## src/rtl/ebiq_pkg.sv

```systemverilog
// Types, constants and helper functions of the encoder and button input qualifier.
package ebiq_pkg;

  typedef enum logic [2:0] {
    EV_NONE        = 3'd0,
    EV_PRESS       = 3'd1,
    EV_HOLD        = 3'd2,
    EV_BRIGHT_UP   = 3'd3,
    EV_BRIGHT_DOWN = 3'd4,
    EV_SELECT      = 3'd5,
    EV_BACK        = 3'd6
  } ebiq_event_e;

  localparam logic [1:0] CFG_REVERSE = 2'd0;
  localparam logic [1:0] CFG_HOLD    = 2'd1;
  localparam logic [1:0] CFG_SET_IDX = 2'd2;

  localparam logic signed [7:0] DETENT_THRESHOLD = 8'sd3;
  localparam logic [4:0]        HOLD_COUNT_RESET = 5'd20;
  localparam logic [4:0]        HELD_MAX         = 5'd31;
  localparam logic [1:0]        PINS_BOTH_HIGH   = 2'b11;
  localparam logic [2:0]        BTN_ALL_RELEASED = 3'b111;
  localparam logic [1:0]        SET_IDX_NONE     = 2'd3;

  typedef struct packed {
    logic       reverse_direction;
    logic [4:0] hold_count;
    logic [1:0] set_button_index;
  } ebiq_cfg_t;

  typedef struct packed {
    ebiq_event_e       event_res;
    logic [2:0]        buttons;
    logic signed [7:0] detent_delta;
  } ebiq_res_t;

  // Quadrature step for the index {previous B, previous A, current B, current A}.
  function automatic logic signed [1:0] quad_step(input logic [3:0] idx);
    logic signed [1:0] step;
    case (idx)
      4'd1, 4'd7, 4'd8, 4'd14:  step = 2'sd1;
      4'd2, 4'd4, 4'd11, 4'd13: step = -2'sd1;
      default:                  step = 2'sd0;
    endcase
    return step;
  endfunction

  function automatic logic signed [7:0] sat8(input logic signed [8:0] v);
    logic signed [7:0] r;
    if (v > 9'sd127) begin
      r = 8'sd127;
    end else if (v < -9'sd128) begin
      r = -8'sd128;
    end else begin
      r = $signed(v[7:0]);
    end
    return r;
  endfunction

endpackage

```

## src/rtl/ebiq_in_if.sv

```systemverilog
// Input channel: encoder pin changes and sampling ticks.
interface ebiq_in_if;
  logic       valid;
  logic       ready;
  logic       kind;
  logic [1:0] encoder_pins;
  logic [2:0] button_levels;

  modport source (output valid, output kind, output encoder_pins, output button_levels,
                  input ready);
  modport sink (input valid, input kind, input encoder_pins, input button_levels,
                output ready);
endinterface

```

## src/rtl/ebiq_out_if.sv

```systemverilog
// Output channel: one qualified event item per sampling tick.
interface ebiq_out_if;
  logic              valid;
  logic              ready;
  logic [2:0]        event_res;
  logic [2:0]        buttons;
  logic signed [7:0] detent_delta;

  modport source (output valid, output event_res, output buttons, output detent_delta,
                  input ready);
  modport sink (input valid, input event_res, input buttons, input detent_delta,
                output ready);
endinterface

```

## src/rtl/ebiq_enc.sv

```systemverilog
// Quadrature decoder with step accumulation and saturating detent tick count.
module ebiq_enc (
  input  logic                  clk_i,
  input  logic                  rst_ni,
  input  logic                  fire_i,
  input  logic [1:0]            pins_i,
  input  logic                  clear_i,
  input  ebiq_pkg::ebiq_cfg_t   cfg_i,
  output logic signed [7:0]     tick_total_o
);

  logic [1:0]        prev_q, prev_d;
  logic signed [7:0] step_sum_q, step_sum_d;
  logic signed [7:0] tick_q, tick_d;
  logic signed [1:0] step;
  logic signed [7:0] sum_sat;
  logic signed [7:0] tick_inc, tick_dec;

  assign step     = ebiq_pkg::quad_step({prev_q, pins_i});
  assign sum_sat  = ebiq_pkg::sat8({step_sum_q[7], step_sum_q} + {{7{step[1]}}, step});
  assign tick_inc = ebiq_pkg::sat8({tick_q[7], tick_q} + 9'sd1);
  assign tick_dec = ebiq_pkg::sat8({tick_q[7], tick_q} - 9'sd1);

  always_comb begin
    prev_d     = prev_q;
    step_sum_d = step_sum_q;
    tick_d     = tick_q;
    if (clear_i) begin
      tick_d = 8'sd0;
    end else if (fire_i) begin
      prev_d     = pins_i;
      step_sum_d = sum_sat;
      // A detent registers only at the rest position with both pins high.
      if (pins_i == ebiq_pkg::PINS_BOTH_HIGH) begin
        if (sum_sat > ebiq_pkg::DETENT_THRESHOLD) begin
          tick_d     = cfg_i.reverse_direction ? tick_dec : tick_inc;
          step_sum_d = 8'sd0;
        end else if (sum_sat < -ebiq_pkg::DETENT_THRESHOLD) begin
          tick_d     = cfg_i.reverse_direction ? tick_inc : tick_dec;
          step_sum_d = 8'sd0;
        end
      end
    end
  end

  always_ff @(posedge clk_i or negedge rst_ni) begin
    if (!rst_ni) begin
      prev_q     <= ebiq_pkg::PINS_BOTH_HIGH;
      step_sum_q <= 8'sd0;
      tick_q     <= 8'sd0;
    end else begin
      prev_q     <= prev_d;
      step_sum_q <= step_sum_d;
      tick_q     <= tick_d;
    end
  end

  assign tick_total_o = tick_q;

endmodule

```

## src/rtl/ebiq_btn.sv

```systemverilog
// Button press and hold qualification and event selection on a sampling tick.
module ebiq_btn (
  input  logic                  clk_i,
  input  logic                  rst_ni,
  input  logic                  fire_i,
  input  logic [2:0]            levels_i,
  input  logic signed [7:0]     tick_total_i,
  input  ebiq_pkg::ebiq_cfg_t   cfg_i,
  output ebiq_pkg::ebiq_res_t   res_o
);

  logic [2:0] prev_btn_q, prev_btn_d;
  logic [4:0] held_q, held_d;
  logic [4:0] held_inc;
  logic [2:0] down;
  logic [2:0] released;
  logic       set_down;

  assign down     = ~levels_i;
  assign released = ~prev_btn_q & levels_i;
  assign set_down = (cfg_i.set_button_index != ebiq_pkg::SET_IDX_NONE) &&
                    down[cfg_i.set_button_index];
  assign held_inc = (held_q < ebiq_pkg::HELD_MAX) ? held_q + 5'd1 : held_q;

  always_comb begin
    prev_btn_d         = prev_btn_q;
    held_d             = held_q;
    res_o.event_res    = ebiq_pkg::EV_NONE;
    res_o.buttons      = 3'd0;
    res_o.detent_delta = tick_total_i;
    if (tick_total_i != 8'sd0) begin
      // Encoder motion overrides buttons and suppresses the following release.
      held_d = cfg_i.hold_count;
      if (down != 3'd0) begin
        res_o.detent_delta = 8'sd0;
        if (set_down) begin
          res_o.event_res = (tick_total_i > 8'sd0) ? ebiq_pkg::EV_BRIGHT_UP
                                                   : ebiq_pkg::EV_BRIGHT_DOWN;
        end else begin
          res_o.event_res = (tick_total_i > 8'sd0) ? ebiq_pkg::EV_SELECT
                                                   : ebiq_pkg::EV_BACK;
        end
      end
    end else if (held_q >= cfg_i.hold_count) begin
      if (levels_i == ebiq_pkg::BTN_ALL_RELEASED) begin
        held_d = 5'd0;
      end
      prev_btn_d = levels_i;
    end else if (levels_i != prev_btn_q) begin
      held_d        = 5'd0;
      prev_btn_d    = levels_i;
      res_o.buttons = released;
      if (released != 3'd0) begin
        res_o.event_res = ebiq_pkg::EV_PRESS;
      end
    end else if (levels_i != ebiq_pkg::BTN_ALL_RELEASED) begin
      held_d = held_inc;
      if (held_inc == cfg_i.hold_count) begin
        res_o.event_res = ebiq_pkg::EV_HOLD;
        res_o.buttons   = down;
      end
    end
  end

  always_ff @(posedge clk_i or negedge rst_ni) begin
    if (!rst_ni) begin
      prev_btn_q <= ebiq_pkg::BTN_ALL_RELEASED;
      held_q     <= 5'd0;
    end else if (fire_i) begin
      prev_btn_q <= prev_btn_d;
      held_q     <= held_d;
    end
  end

endmodule

```

## src/rtl/encoder_and_button_input_qualifier.sv

```systemverilog
// Top level of the encoder and button input qualifier.
//
//   channel  direction  item
//   in_ch    sink       kind, encoder_pins, button_levels
//   out_ch   source     event_res, buttons, detent_delta
//   cfg      write      cfg_we_i, cfg_idx_i, cfg_data_i
//
// An item is taken into an input register and processed from there, one item per
// cycle unless a sampling tick there waits on a stalled output register.
// A tick's result is valid after the input register and the output register.
// Reset is asynchronous and active low; it clears the valid flags but not the item data.
// A stalled output stops only sampling ticks; pin changes pass until a tick waits in the input register.
module encoder_and_button_input_qualifier (
  input  logic        clk_i,
  input  logic        rst_ni,
  ebiq_in_if.sink     in_ch,
  ebiq_out_if.source  out_ch,
  input  logic        cfg_we_i,
  input  logic [1:0]  cfg_idx_i,
  input  logic [4:0]  cfg_data_i
);

  ebiq_pkg::ebiq_cfg_t cfg_q;
  ebiq_pkg::ebiq_res_t tick_res;
  ebiq_pkg::ebiq_res_t res_q;

  logic              stage_vld_q;
  logic              kind_q;
  logic [1:0]        pins_q;
  logic [2:0]        levels_q;
  logic              out_vld_q;
  logic              advance;
  logic              enc_fire;
  logic              tick_fire;
  logic signed [7:0] tick_total;

  always_ff @(posedge clk_i or negedge rst_ni) begin
    if (!rst_ni) begin
      cfg_q.reverse_direction <= 1'b0;
      cfg_q.hold_count        <= ebiq_pkg::HOLD_COUNT_RESET;
      cfg_q.set_button_index  <= 2'd0;
    end else if (cfg_we_i) begin
      unique case (cfg_idx_i)
        ebiq_pkg::CFG_REVERSE: cfg_q.reverse_direction <= cfg_data_i[0];
        ebiq_pkg::CFG_HOLD:    cfg_q.hold_count        <= cfg_data_i;
        ebiq_pkg::CFG_SET_IDX: cfg_q.set_button_index  <= cfg_data_i[1:0];
        default: ;
      endcase
    end
  end

  // Pin changes produce no item, so they never wait on the output register.
  assign advance     = stage_vld_q && (!kind_q || !out_vld_q || out_ch.ready);
  assign in_ch.ready = !stage_vld_q || advance;
  assign enc_fire    = advance && !kind_q;
  assign tick_fire   = advance && kind_q;

  always_ff @(posedge clk_i or negedge rst_ni) begin
    if (!rst_ni) begin
      stage_vld_q <= 1'b0;
    end else if (in_ch.ready) begin
      stage_vld_q <= in_ch.valid;
    end
  end

  always_ff @(posedge clk_i) begin
    if (in_ch.valid && in_ch.ready) begin
      kind_q   <= in_ch.kind;
      pins_q   <= in_ch.encoder_pins;
      levels_q <= in_ch.button_levels;
    end
  end

  ebiq_enc u_enc (
    .clk_i        (clk_i),
    .rst_ni       (rst_ni),
    .fire_i       (enc_fire),
    .pins_i       (pins_q),
    .clear_i      (tick_fire),
    .cfg_i        (cfg_q),
    .tick_total_o (tick_total)
  );

  ebiq_btn u_btn (
    .clk_i        (clk_i),
    .rst_ni       (rst_ni),
    .fire_i       (tick_fire),
    .levels_i     (levels_q),
    .tick_total_i (tick_total),
    .cfg_i        (cfg_q),
    .res_o        (tick_res)
  );

  always_ff @(posedge clk_i or negedge rst_ni) begin
    if (!rst_ni) begin
      out_vld_q <= 1'b0;
    end else if (tick_fire) begin
      out_vld_q <= 1'b1;
    end else if (out_ch.ready) begin
      out_vld_q <= 1'b0;
    end
  end

  always_ff @(posedge clk_i) begin
    if (tick_fire) begin
      res_q <= tick_res;
    end
  end

  assign out_ch.valid        = out_vld_q;
  assign out_ch.event_res    = res_q.event_res;
  assign out_ch.buttons      = res_q.buttons;
  assign out_ch.detent_delta = res_q.detent_delta;

endmodule

```

## src/flat_wrapper.sv

```systemverilog
// flat-port wrapper written by rule: the top's interface ports become plain ports
module encoder_and_button_input_qualifier_flat 
  (clk_i, rst_ni, cfg_we_i, cfg_idx_i, cfg_data_i, in_ch_valid, in_ch_kind, in_ch_encoder_pins, in_ch_button_levels, in_ch_ready, out_ch_valid, out_ch_event_res, out_ch_buttons, out_ch_detent_delta, out_ch_ready);
  ebiq_in_if in_ch_i ();
  ebiq_out_if out_ch_i ();
  input  logic clk_i;
  input  logic rst_ni;
  input  logic cfg_we_i;
  input  logic [1:0] cfg_idx_i;
  input  logic [4:0] cfg_data_i;
  input wire logic [$bits(in_ch_i.valid)-1:0] in_ch_valid;
  input wire logic [$bits(in_ch_i.kind)-1:0] in_ch_kind;
  input wire logic [$bits(in_ch_i.encoder_pins)-1:0] in_ch_encoder_pins;
  input wire logic [$bits(in_ch_i.button_levels)-1:0] in_ch_button_levels;
  output wire logic [$bits(in_ch_i.ready)-1:0] in_ch_ready;
  output wire logic [$bits(out_ch_i.valid)-1:0] out_ch_valid;
  output wire logic [$bits(out_ch_i.event_res)-1:0] out_ch_event_res;
  output wire logic [$bits(out_ch_i.buttons)-1:0] out_ch_buttons;
  output wire logic [$bits(out_ch_i.detent_delta)-1:0] out_ch_detent_delta;
  input wire logic [$bits(out_ch_i.ready)-1:0] out_ch_ready;
  assign in_ch_i.valid = in_ch_valid;
  assign in_ch_i.kind = in_ch_kind;
  assign in_ch_i.encoder_pins = in_ch_encoder_pins;
  assign in_ch_i.button_levels = in_ch_button_levels;
  assign in_ch_ready = in_ch_i.ready;
  assign out_ch_valid = out_ch_i.valid;
  assign out_ch_event_res = out_ch_i.event_res;
  assign out_ch_buttons = out_ch_i.buttons;
  assign out_ch_detent_delta = out_ch_i.detent_delta;
  assign out_ch_i.ready = out_ch_ready;
  encoder_and_button_input_qualifier u_core (.clk_i(clk_i), .rst_ni(rst_ni), .in_ch(in_ch_i), .out_ch(out_ch_i), .cfg_we_i(cfg_we_i), .cfg_idx_i(cfg_idx_i), .cfg_data_i(cfg_data_i));
endmodule
```

## config.mk

```make
export PLATFORM = sky130hd
export DESIGN_NAME = encoder_and_button_input_qualifier_flat
export DESIGN_NICKNAME = d
export VERILOG_FILES = /design/src/rtl/ebiq_pkg.sv /design/src/rtl/ebiq_in_if.sv /design/src/rtl/ebiq_out_if.sv /design/src/rtl/ebiq_enc.sv /design/src/rtl/ebiq_btn.sv /design/src/rtl/encoder_and_button_input_qualifier.sv /design/src/flat_wrapper.sv
export SDC_FILE = /design/constraint.sdc
export NUM_CORES = 1
export LEC_CHECK = 0
export BUFFER_PORTS_ARGS = -buffer_cell sky130_fd_sc_hd__buf_2
export CAP_MARGIN = 15
export CORE_UTILIZATION = 45
export DETAILED_ROUTE_END_ITERATION = 7
export PLACE_DENSITY = 0.65
export RECOVER_POWER = 25
export REMOVE_ABC_BUFFERS = 1
export SYNTH_ARGS = -nofsm -noshare
export SYNTH_HDL_FRONTEND = slang
export SYNTH_HIERARCHICAL = 1
export SYNTH_SLANG_ARGS = --single-unit
```

## constraint.sdc

```tcl
create_clock -name clk_i -period 3.8 [get_ports clk_i]
set_clock_uncertainty 0.15 [all_clocks]
set_input_delay 0.19 -clock clk_i [delete_from_list [all_inputs] [get_ports clk_i]]
set_output_delay 0.19 -clock clk_i [all_outputs]
set_load 0.05 [all_outputs]
```

==> results.yml <==
cells_and_area:
  utilization_pct: 59.3
  fill_cells: 738
  area_growth_pct: 27.7
  mostFrequentLayoutCells: "nand2_1, buf_4, dfrtp_1"
  final_common_cell: "nand2_1"
  antennaDiodeCount: 0
  nets: 538
  drive_gt1_share_pct: 32.3
  final_area_um2: 5140
sta:
  fmaxAchievable_mhz: 252
  layout_setup_ws_ps: -173
  setup_viol: 15
  tightest_slew_ps: 1990
  finalCritPeriodShare_pct: 105
  hold_viol_final: 0
  whs_ps: 113
  drv_slew: 37
  rsz0062_at_grt: "yes"
  timing.slew.headroom_pct: -32.6
  period_needed_ps: 3970
global_route:
  overflow: 0
  grt_util_all_layers_pct: 20.7
  grt_pass1_wl_mm: 14.9
  grt_pass1_vias: 3149
  antenna_found_initial: 0
  grt_max_degree: 37
critical_path:
  crit_type: "reg -> reg"
  cp.arrival_ps: 4020
  critPathCaptureType: "register"
  cp-start-kind: "register"
  worst-path-max-fanout: 5
  reg2regPathDepth: 15
  required_ps: 3850
routing:
  dr.pass1.iters: 5
  drtAntennaViolNets: 0
  vias: 3450
  routedWlPerCell_um: 16.1
  wl_met2_mm: 4.89
  met3_length_um: 479
  top_layer_used: "met4"
  vias_per_cell: 5.74
  wl_met1_mm: 4.14
  wirelength_mm: 9.67
  drc: 0
  drt_iter0_drc: 217
power_and_ir_drop:
  pwr-share-seq_pct: 23.9
  p_int_mw: 2.42
  swShare_pct: 47.8
  power.share.combinational_pct: 69.0
  clkPwrFrac_pct: 7.2
  total_power_mw: 4.64
  ir_drop_uv: 333
  leakagePower_nw: 2.11
  power.net_switching_mw: 2.21
  power_per_cell_area_nw_per_um2: 902
floorplanning:
  die_w_um: 96.6
  pin_count: 34
  row_count: 34
  coreArea_um2: 8680
  start_util_pct: 46.4
  dieHeight_um: 96.6
  dieArea_um2: 9330
synth:
  syn_inst: 413
  synth-edff-count: 20
  ys.flop_type: "dfrtp_1"
  ys_types: 84
  ys.warnings.count: 6
  async_flop_share_pct: 64.3
  syn_area_um2: 4030
  ys_seq_area_share_pct: 37.5
  synth-seq-cells: 56
  avgSynthCellArea_um2: 9.75
clocking:
  cts_tree: "yes"
  cts_buffer_depth: 2
  cts_num_sinks: 56
  clkTransAtPathRegs_ps: 100
  h-tree-depth: 2
  insertion_delay_ps: 310
  root_buffer: "clkbuf_8"
  numCtsBuffers: 5
place:
  gp_congestion: 0.843
  place_ws_ps: -259
  dpl.hpwl_mm: 6.55
  place_area_um2: 4500
  io_buffers: 33
flow_run:
  cap_viol_max_count: 1
status:
  outcome: "complete, but fails checks"
  failed_checks: "capacitance limit, slew limit, setup timing"
worst_hold_path:
  hp-class: "in -> reg"
  worst_hold_path.num_cells: 3
## kinds of logic (layout without fill, tap and decap cells)
family | Yosys count | in the layout | share of synthesized area [%]
DFF | 56 | 56 | 37.5
AOI/OAI and AO/OA | 108 | 108 | 19.8
adders and majority gates | 29 | 29 | 9.14
xor gates and xnor gates | 18 | 18 | 4.29
muxes | 13 | 13 | 3.95
buffers and inverters | 35 | 115 | 3.67
and+or+nand+nor | 154 | 154 | 21.7
## path summary, 6_finish.rpt
kind	startpoint	end	slack, ps
worst max-delay path	u_core/pins_q[0]	u_core/u_enc/tick_total_o[6]	-170
worst min-delay path	cfg_idx_i[1]	u_core/cfg_q[7]	110
worst max register to register	u_core/pins_q[0]	u_core/u_enc/tick_total_o[6]	-170
worst min register to register	u_core/u_btn/prev_btn_q[1]	u_core/u_btn/prev_btn_q[1]	360
max in group asynchronous	rst_ni	u_core/u_enc/step_sum_q[2]	1550
min in group asynchronous	rst_ni	u_core/u_enc/step_sum_q[0]	820
## per-layer routing
layer | up-vias | GRT usage, %
met5 | - | 0
met4 | 0 | 4.66
met3 | 16 | 2.11
met2 | 108 | 35.9
met1 | 1648 | 27.8
li1 | 1678 | -
## synth_stat cells, types with 2 or more instances
library cell  instances  area (um2)
nand2_1              44         165
dfrtp_1              29         726
ha_1                 27         338
a21oi_1              22         110
inv_1                21        78.8
nor2_1               21        78.8
edfxtp_1             20         601
o21ai_0              20         100
o21ai_1              14        70.1
and2_1               13        81.3
nand3_1              12        60.1
clkbuf_1             11        41.3
mux2_2                9         101
xnor2_1               9        78.8
dfstp_2               7         184
nand2b_1              7        43.8
nor3_1                7        35.0
xor2_1                7        61.3
and3_1                6        37.5
or3_1                 6        37.5
a21o_1                5        37.5
a211oi_2              4        50.1
nand4_1               4        25.0
nor4_1                4        25.0
o31ai_1               4        30.0
a221oi_2              3        45.0
a31oi_1               3        18.8
nand3b_1              3        22.5
nor2b_1               3        18.8
nor3b_1               3        22.5
nor4_2                3        37.5
o21a_1                3        22.5
a22oi_1               2        15.0
buf_6                 2        22.5
mux2i_1               2        20.0
o211ai_1              2        15.0
o22ai_1               2        12.5
o41ai_1               2        17.5
xnor2_2               2        32.5
## sequential cells by signal, indices dropped and copies added, names as in the netlist
signal and cells:
u_core/out_ch.buttons 3, u_core/stage_vld_q 1, u_core/u_enc/tick_total_o 8, u_core/kind_q 1, u_core/out_ch.valid 1, u_core/cfg_q 8, u_core/out_ch.detent_delta 8, u_core/out_ch.event_res 3
u_core/u_enc/prev_q 2, u_core/levels_q 3, u_core/u_btn/held_q 5, u_core/u_enc/step_sum_q 8, u_core/pins_q 2, u_core/u_btn/prev_btn_q 3
## timing repair
action                                  CTS  global route
endpoints found under the hold margin    45             0
buffers inserted                          0             7
hold buffers                             14             0
endpoints found under the setup margin   15            15
pin swaps                                17            31
resized for setup                        29            34
## worst max-delay path, stage by stage, from the launching register on
cell and delay, ps:
edfxtp_1 410, inv_2 70, ha_2 170, mux4_2 570, buf_6 180, ha_4 220, o211ai_1 310, o21bai_4 120
xor2_2 200, buf_4 150, nor4_4 330, a31o_4 300, buf_6 150, a21o_4 160, nor3_2 50, a311o_1 320
## power groups by stage
stage          registers [mW]  clock network [mW]  logic (mW)
2_1_floorplan            1.11                   0        1.84
3_3_place_gp             1.09                   0        2.61
3_5_place_dp             1.09                   0        2.67
4_1_cts                  1.09               0.345        2.84
5_1_grt                  1.14               0.370        3.51
6_report                 1.11               0.332        3.20
## per-stage QoR
stage / std cells / TNS (ps)
floorplan: 399 / -1900
global placement: 572 / -1140
detailed placement: 572 / -2590
CTS: 594 / -434
global route: 601 / -4490
finish: 601 / -1670
## cell type report
class | instances | area, um2 | area share (%)
tap | 108 | 135 | 2.63
multi-input combinational | 322 | 2710 | 52.7
sequential | 56 | 1510 | 29.4
clock buffer | 6 | 72.6 | 1.41
timing repair buffer | 86 | 619 | 12.0
inverter | 21 | 78.8 | 1.53
clock inverter | 2 | 16.3 | 0.316
No activity file was read; power rests on OpenSTA's default activity.
